===== src/hdl/dalirx_pkg.sv =====
// shared types and constants of the dali forward frame receiver
// no dependencies; used by every module of the block by scoped names
`timescale 1ns / 1ps

package dalirx_pkg;

	localparam int TICK_W = 16;
	localparam int BYTE_W = 8;
	localparam int CFG_IDX_W = 2;

	// pulse length classes, tested in this order
	typedef enum logic [2:0] {
		CL_SHORT,
		CL_HALF,
		CL_MIDDLE,
		CL_FULL,
		CL_LONG
	} pulse_class_t;

	typedef enum logic [1:0] {
		PH_IDLE,
		PH_MID,
		PH_HALF,
		PH_WAIT
	} phase_t;

	typedef enum logic [CFG_IDX_W-1:0] {
		REG_HALF_MIN,
		REG_HALF_MAX,
		REG_FULL_MIN,
		REG_FULL_MAX
	} cfg_reg_t;

	typedef enum logic {
		ST_OK = 1'b0,
		ST_CORRUPT = 1'b1
	} frame_status_t;

	localparam logic [TICK_W-1:0] HALF_MIN_RST = 16'd333;
	localparam logic [TICK_W-1:0] HALF_MAX_RST = 16'd500;
	localparam logic [TICK_W-1:0] FULL_MIN_RST = 16'd667;
	localparam logic [TICK_W-1:0] FULL_MAX_RST = 16'd1000;

	typedef struct packed {
		logic [TICK_W-1:0] half_min;
		logic [TICK_W-1:0] half_max;
		logic [TICK_W-1:0] full_min;
		logic [TICK_W-1:0] full_max;
	} thresholds_t;

endpackage


===== src/hdl/dali_forward_frame_receiver.sv =====
// top level of the dali forward frame receiver: input stage and assertions
// depends on dalirx_pkg, dalirx_cfg, dalirx_class, dalirx_fsm
`timescale 1ns / 1ps

// Decodes a DALI forward frame from measured bus pulses, one pulse word per
// clock while pulse_stall is low. A pulse word is classed against the four
// threshold registers as it enters the input register, and the decode state
// machine updates its phase, last bit and frame shifter from that register
// once the result register can take a word, writing any frame result (OK
// with address and command bytes, or CORRUPT with zero bytes) into the
// result register. pulse_stall rises only when the input register is full
// and the result register holds a word that the receiver stalls. Thresholds
// are written through the cfg port, which is always ready; the user must
// write them only while no pulse is in flight, as the block does not
// enforce this.

module dali_forward_frame_receiver #(
	parameter int FRAME_BITS = 16
) (
	input  logic                                clk,
	input  logic                                arst_n,
	input  logic                                pulse_valid,
	output logic                                pulse_stall,
	input  logic [dalirx_pkg::TICK_W-1:0]       pulse_ticks,
	input  logic                                pulse_level,
	output logic                                result_valid,
	input  logic                                result_stall,
	output logic                                status,
	output logic [dalirx_pkg::BYTE_W-1:0]       address_byte,
	output logic [dalirx_pkg::BYTE_W-1:0]       command_byte,
	input  logic                                cfg_valid,
	output logic                                cfg_ready,
	input  logic [dalirx_pkg::CFG_IDX_W-1:0]    cfg_index,
	input  logic [dalirx_pkg::TICK_W-1:0]       cfg_data
);

	dalirx_pkg::thresholds_t thr;
	dalirx_pkg::pulse_class_t pclass;
	dalirx_pkg::pulse_class_t class_s1;
	logic level_s1;
	logic valid_s1;
	logic take;
	logic accept;

	assign cfg_ready = 1'b1;

	dalirx_cfg u_cfg (
		.clk       (clk),
		.arst_n    (arst_n),
		.cfg_valid (cfg_valid),
		.cfg_index (cfg_index),
		.cfg_data  (cfg_data),
		.thr       (thr)
	);

	dalirx_class u_class (
		.ticks  (pulse_ticks),
		.thr    (thr),
		.pclass (pclass)
	);

	assign pulse_stall = valid_s1 && !take;
	assign accept = pulse_valid && !pulse_stall;

	always_ff @(posedge clk or negedge arst_n) begin
		if (!arst_n) begin
			valid_s1 <= 1'b0;
		end else if (accept) begin
			valid_s1 <= 1'b1;
		end else if (take) begin
			valid_s1 <= 1'b0;
		end
	end

	always_ff @(posedge clk) begin
		if (accept) begin
			class_s1 <= pclass;
			level_s1 <= pulse_level;
		end
	end

	dalirx_fsm #(
		.FRAME_BITS (FRAME_BITS)
	) u_fsm (
		.clk          (clk),
		.arst_n       (arst_n),
		.valid_s1     (valid_s1),
		.class_s1     (class_s1),
		.level_s1     (level_s1),
		.take         (take),
		.result_valid (result_valid),
		.result_stall (result_stall),
		.status       (status),
		.address_byte (address_byte),
		.command_byte (command_byte)
	);

	// a corrupt frame never carries received bits
	assert property (@(posedge clk) disable iff (!arst_n)
		result_valid && status |-> address_byte == '0 && command_byte == '0)
		else $error("corrupt result with nonzero bytes");

	// input stalls only while the input register is full
	assert property (@(posedge clk) disable iff (!arst_n)
		pulse_stall |-> valid_s1)
		else $error("pulse stalled with empty input register");

	// an accepted word is in the input register next cycle
	assert property (@(posedge clk) disable iff (!arst_n)
		pulse_valid && !pulse_stall |=> valid_s1)
		else $error("accepted pulse word lost");

endmodule


===== src/hdl/dalirx_cfg.sv =====
// threshold register file of the dali frame receiver
// depends on dalirx_pkg
`timescale 1ns / 1ps

module dalirx_cfg (
	input  logic                                clk,
	input  logic                                arst_n,
	input  logic                                cfg_valid,
	input  logic [dalirx_pkg::CFG_IDX_W-1:0]    cfg_index,
	input  logic [dalirx_pkg::TICK_W-1:0]       cfg_data,
	output dalirx_pkg::thresholds_t             thr
);

	dalirx_pkg::thresholds_t thr_q;

	always_ff @(posedge clk or negedge arst_n) begin
		if (!arst_n) begin
			thr_q.half_min <= dalirx_pkg::HALF_MIN_RST;
			thr_q.half_max <= dalirx_pkg::HALF_MAX_RST;
			thr_q.full_min <= dalirx_pkg::FULL_MIN_RST;
			thr_q.full_max <= dalirx_pkg::FULL_MAX_RST;
		end else if (cfg_valid) begin
			unique case (dalirx_pkg::cfg_reg_t'(cfg_index))
				dalirx_pkg::REG_HALF_MIN: thr_q.half_min <= cfg_data;
				dalirx_pkg::REG_HALF_MAX: thr_q.half_max <= cfg_data;
				dalirx_pkg::REG_FULL_MIN: thr_q.full_min <= cfg_data;
				dalirx_pkg::REG_FULL_MAX: thr_q.full_max <= cfg_data;
				default: thr_q <= thr_q;
			endcase
		end
	end

	assign thr = thr_q;

endmodule


===== src/hdl/dalirx_class.sv =====
// pulse length classifier: four compares against the threshold registers
// depends on dalirx_pkg
`timescale 1ns / 1ps

module dalirx_class (
	input  logic [dalirx_pkg::TICK_W-1:0] ticks,
	input  dalirx_pkg::thresholds_t       thr,
	output dalirx_pkg::pulse_class_t      pclass
);

	// priority order keeps misordered thresholds well defined
	always_comb begin
		if (ticks < thr.half_min)
			pclass = dalirx_pkg::CL_SHORT;
		else if (ticks <= thr.half_max)
			pclass = dalirx_pkg::CL_HALF;
		else if (ticks <= thr.full_min)
			pclass = dalirx_pkg::CL_MIDDLE;
		else if (ticks <= thr.full_max)
			pclass = dalirx_pkg::CL_FULL;
		else
			pclass = dalirx_pkg::CL_LONG;
	end

endmodule


===== src/hdl/dalirx_fsm.sv =====
// manchester decode state machine with frame shifter and result register
// depends on dalirx_pkg
`timescale 1ns / 1ps

module dalirx_fsm #(
	parameter int FRAME_BITS = 16
) (
	input  logic                                clk,
	input  logic                                arst_n,
	input  logic                                valid_s1,
	input  dalirx_pkg::pulse_class_t            class_s1,
	input  logic                                level_s1,
	output logic                                take,
	output logic                                result_valid,
	input  logic                                result_stall,
	output logic                                status,
	output logic [dalirx_pkg::BYTE_W-1:0]       address_byte,
	output logic [dalirx_pkg::BYTE_W-1:0]       command_byte
);

	dalirx_pkg::phase_t phase_q, phase_d;
	logic prev_bit_q, prev_bit_d;
	logic [FRAME_BITS-1:0] shifter_q, shifter_d;
	logic emit;
	dalirx_pkg::frame_status_t emit_status;
	logic fire;

	logic result_valid_q;
	logic status_q;
	logic [dalirx_pkg::BYTE_W-1:0] address_q, command_q;

	assign take = !(result_valid_q && result_stall);
	assign fire = valid_s1 && take;

	always_ff @(posedge clk or negedge arst_n) begin
		if (!arst_n) begin
			phase_q <= dalirx_pkg::PH_IDLE;
			prev_bit_q <= 1'b1;
			shifter_q <= '0;
		end else if (fire) begin
			phase_q <= phase_d;
			prev_bit_q <= prev_bit_d;
			shifter_q <= shifter_d;
		end
	end

	always_comb begin
		phase_d = phase_q;
		prev_bit_d = prev_bit_q;
		shifter_d = shifter_q;
		emit = 1'b0;
		emit_status = dalirx_pkg::ST_CORRUPT;
		unique case (phase_q)
			dalirx_pkg::PH_IDLE: begin
				if (!level_s1) begin
					if (class_s1 == dalirx_pkg::CL_HALF) begin
						prev_bit_d = 1'b1;
						shifter_d = '0;
						phase_d = dalirx_pkg::PH_MID;
					end else begin
						emit = 1'b1;
					end
				end
			end
			dalirx_pkg::PH_MID: begin
				if (class_s1 == dalirx_pkg::CL_HALF) begin
					phase_d = dalirx_pkg::PH_HALF;
				end else if (class_s1 == dalirx_pkg::CL_FULL) begin
					// full bit toggles the bit value
					prev_bit_d = !prev_bit_q;
					shifter_d = {shifter_q[FRAME_BITS-2:0], !prev_bit_q};
				end else begin
					emit = 1'b1;
					if (class_s1 == dalirx_pkg::CL_LONG && level_s1 && prev_bit_q)
						emit_status = dalirx_pkg::ST_OK;
				end
			end
			dalirx_pkg::PH_HALF: begin
				if (class_s1 == dalirx_pkg::CL_HALF) begin
					// two halves repeat the bit value
					shifter_d = {shifter_q[FRAME_BITS-2:0], prev_bit_q};
					phase_d = dalirx_pkg::PH_MID;
				end else begin
					emit = 1'b1;
					if (class_s1 == dalirx_pkg::CL_LONG && level_s1 && !prev_bit_q)
						emit_status = dalirx_pkg::ST_OK;
				end
			end
			dalirx_pkg::PH_WAIT: begin
				if (level_s1)
					phase_d = dalirx_pkg::PH_IDLE;
			end
			default: phase_d = dalirx_pkg::PH_IDLE;
		endcase
		if (emit) begin
			phase_d = (emit_status == dalirx_pkg::ST_OK) ? dalirx_pkg::PH_IDLE
				: dalirx_pkg::PH_WAIT;
		end
	end

	always_ff @(posedge clk or negedge arst_n) begin
		if (!arst_n) begin
			result_valid_q <= 1'b0;
		end else if (take) begin
			result_valid_q <= valid_s1 && emit;
		end
	end

	always_ff @(posedge clk) begin
		if (fire && emit) begin
			status_q <= emit_status;
			if (emit_status == dalirx_pkg::ST_OK) begin
				address_q <= shifter_q[FRAME_BITS-1 -: dalirx_pkg::BYTE_W];
				command_q <= shifter_q[dalirx_pkg::BYTE_W-1:0];
			end else begin
				address_q <= '0;
				command_q <= '0;
			end
		end
	end

	assign result_valid = result_valid_q;
	assign status = status_q;
	assign address_byte = address_q;
	assign command_byte = command_q;

endmodule


===== config.mk =====
export PLATFORM = sky130hd
export DESIGN_NAME = dali_forward_frame_receiver
export DESIGN_NICKNAME = d
export VERILOG_FILES = /design/src/hdl/dalirx_pkg.sv /design/src/hdl/dali_forward_frame_receiver.sv /design/src/hdl/dalirx_cfg.sv /design/src/hdl/dalirx_class.sv /design/src/hdl/dalirx_fsm.sv
export SDC_FILE = /design/constraint.sdc
export NUM_CORES = 1
export LEC_CHECK = 0
export BUFFER_PORTS_ARGS = -buffer_cell sky130_fd_sc_hd__buf_2
export CORE_ASPECT_RATIO = 0.75
export CORE_UTILIZATION = 35
export DETAILED_ROUTE_END_ITERATION = 8
export GPL_TIMING_DRIVEN = 0
export PLACE_DENSITY = 0.58
export SETUP_SLACK_MARGIN = 0.02
export SYNTH_ARGS = -nofsm -noshare
export SYNTH_HDL_FRONTEND = slang
export SYNTH_SLANG_ARGS = --single-unit

===== constraint.sdc =====
create_clock -name clk -period 2.35 [get_ports clk]
set_input_delay 0.235 -clock clk [delete_from_list [all_inputs] [get_ports clk]]
set_output_delay 0.235 -clock clk [all_outputs]
set_load 0.02 [all_outputs]

==> reports/metrics.cfg <==
[status]
status=complete, no violations

[synthesis]
synth-warning-count=0
synth.largest_area_cell=dfrtp_1
avgSynthCellArea_um2=10.9
netlist_area_um2=5820
synth_nets=640
synthTopCellsByArea=dfrtp_1 (26%), ha_1 (15%), dfstp_2 (11%), edfxtp_1 (11%), mux2_2 (9.5%)
yosys_register_bits=106
synth_top_area_share_pct=26.2
synth-edff-count=21
ys_types=50
seq_area_frac_synth_pct=47.9
synthCells=532
netlist_top_cells_count=ha_1 (68), inv_1 (68), dfrtp_1 (61)
async_flop_share_pct=80.2
synth_top_flop_cell=dfrtp_1

[power]
p_per_area_nw_per_um2=853
p_int_mw=3.81
p_sw_mw=2.03
combPwrFrac_pct=31.6
ir_worst_vdd_mv=0.361
leakagePower_nw=3.16
pwr-share-clk_pct=26.4
netSwitchingFraction_pct=34.7
pwr-share-seq_pct=42.0

[detailed_routing]
vias=4012
drc=0
wl_mm=12.4
drt_iter0_markers=156
ant_nets=0
viasPerCell=4.89
firstDrtPassIters=4
wl_per_cell_um=15.1

[worst_hold_path]
holdCritPathClass=in -> reg

[final_layout]
fillerInstances=1545
finalNetCount=713
drive_above_1_share_pct=29.7
diodes=0
multi_input_area_um2=2840
syn_to_final_growth_pct=17.7
post-route-util_pct=42.5
seqCellArea_um2=2790

[critical_path]
crit_end=class_s1[2]
r2r_cells=8
crit-reg2reg-launch=u_cfg.thr[23]
regToRegEndpoint=class_s1[2]
rrSetupSlack_ns=0.1
arrival_ns=2.36
setup.worst_path.start=u_cfg.thr[23]
crit_fanout=2
endpoint_kind=register
crit_path_start_kind=register
criticalPathCategory=reg -> reg
cp.required_ns=2.45

[sta]
hold_violations=0
drv_slew=0
tightest_slew_ns=0.818
setup_viol=0
timing.fmax_mhz=443
setup_ws_ns=0.0950
rsz0062_at_grt=false
tns_ns=0
fin_crit_ns=2.25
relSlewSlack_pct=45.5
clock-skew-final_ns=0.00802
fin_crit_sh_pct=96.0

[floorplan]
num_io_pins=60
rows=40
die_x_um=151
dieArea_um2=17200
initial_core_util_pct=36.1
die_h_um=114
core_area_um2=16100

[clocking]
htreeDepth=3
numClockSinks=106
cts_tree=built
clock_latency_ns=0.37
cts_buffers=9
clock_path_buffers=2
clk_pin_slew_ns=0.08
cts_root_buf=clkbuf_16

[placed_design]
gp_congestion=0.824
dp_hpwl_mm=9.38
place_ws_ns=-0.0118
port_buffers=58

[global_routing]
grt_max_degree=45
grt_pass1_wl_mm=20.6
grt_use_total_pct=15.8
globalRouteOverflowTotal=0
first_global_vias=4007
antenna_found_initial=0

[run]
cap_viol_max_count=0

state kept, by name, indices dropped and copies added, names as in the netlist:
name,cells
level_s1,1
u_fsm.phase_q,2
u_fsm.shifter_q,16
u_fsm.result_valid,1
valid_s1,1
u_fsm.command_byte,8
u_fsm.prev_bit_q,1
u_fsm.status,1
u_fsm.address_byte,8
class_s1,3
u_cfg.thr,64
layer usage:
layer | up-vias | global-route usage (%) | wire length [µm]
met2 | 61 | 24.2 | 5630
met1 | 1947 | 21.8 | 6120
met4 | 0 | 6.00 | 251
met3 | 17 | 3.56 | 406
li1 | 1987 | - | -
met5 | - | 0 | 0
worst min path at each step:
stage | startpoint | endpoint | slack, ns | cells past startpoint
floorplan | arst_n | u_cfg.thr[0] | -0.06 | 0
global placement | pulse_level | level_s1 | 0.42 | 1
detailed placement | arst_n | u_cfg.thr[21] | 0.27 | 1
CTS | pulse_level | level_s1 | 0.04 | 1
global route | pulse_level | level_s1 | 0.04 | 1
finish | pulse_level | level_s1 | 0.06 | 1
logic make-up after synthesis:
| logic type | Yosys count | synth area share (%) |
|---|---|---|
| AO/OA/AOI/OAI | 98 | 10.1 |
| XOR/XNOR | 1 | 0.150 |
| adder cells (fa/ha/maj) | 68 | 14.6 |
| buffers and inverters | 80 | 5.33 |
| flip-flops | 106 | 47.9 |
| multiplexers | 52 | 9.99 |
| other | 1 | 0.0644 |
| AND/OR/NAND/NOR | 126 | 11.8 |
power by group through the flow:
stage	clock network [mW]	registers [mW]	logic, mW
after global placement	0	2.47	1.70
after floorplan	0	2.54	1.19
after detailed placement	0	2.49	1.77
after global routing	1.66	2.50	2.08
final	1.54	2.45	1.85
after CTS	1.59	2.45	1.81
cell usage in the layout (no fill, tap or decap), types with 6 or more instances in the layout:
master / instances
o21ai_1: 18
nor2b_1: 6
clkbuf_16: 9
dfstp_2: 24
and2_1: 19
clkbuf_1: 6
buf_2: 62
nand2_1: 54
mux2_2: 49
inv_1: 68
o21ai_0: 23
dfrtp_1: 61
edfxtp_1: 21
a21o_1: 13
nand3_1: 8
ha_1: 64
nand4_1: 10
a21oi_1: 25
area by class of cell:
cell class / instances / area share (%)
plain buffers: 12 / 0.804
flip-flops and latches: 106 / 40.7
inverters: 68 / 3.73
multi-input cells: 346 / 41.4
repair buffers: 62 / 5.04
clock buffers: 9 / 3.29
well taps: 210 / 3.83
clock inverters: 7 / 1.24
worst max-delay path: stages (launching register included):
cell and delay (ns):
dfstp_2 0.53, inv_1 0.06, ha_4 0.22, a21oi_2 0.13, o21ai_1 0.10, a221o_1 0.36
o31a_1 0.26, nor3b_4 0.16, nor3b_4 0.17
per-stage QoR:
| step | instance area, µm² | hold slack, ns | cells | total power [mW] |
|---|---|---|---|---|
| final | 6850 | 0.0563 | 820 | 5.84 |
| after global routing | 6850 | 0.0401 | 820 | 6.23 |
| after CTS | 6770 | 0.0411 | 818 | 5.85 |
| after detailed placement | 6400 | 0.273 | 801 | 4.26 |
| after global placement | 6370 | 0.415 | 800 | 4.17 |
| after floorplan | 5820 | -0.0606 | 532 | 3.73 |
timing repair:
action | CTS | global route
hold buffers | 1 | 0
endpoints found under the hold margin | 28 | 0
pin swaps | 0 | 7
endpoints found under the setup margin | 2 | 3
buffers inserted | 0 | 2
resized for setup | 6 | 10
No activity file was read; power rests on OpenSTA's default activity.
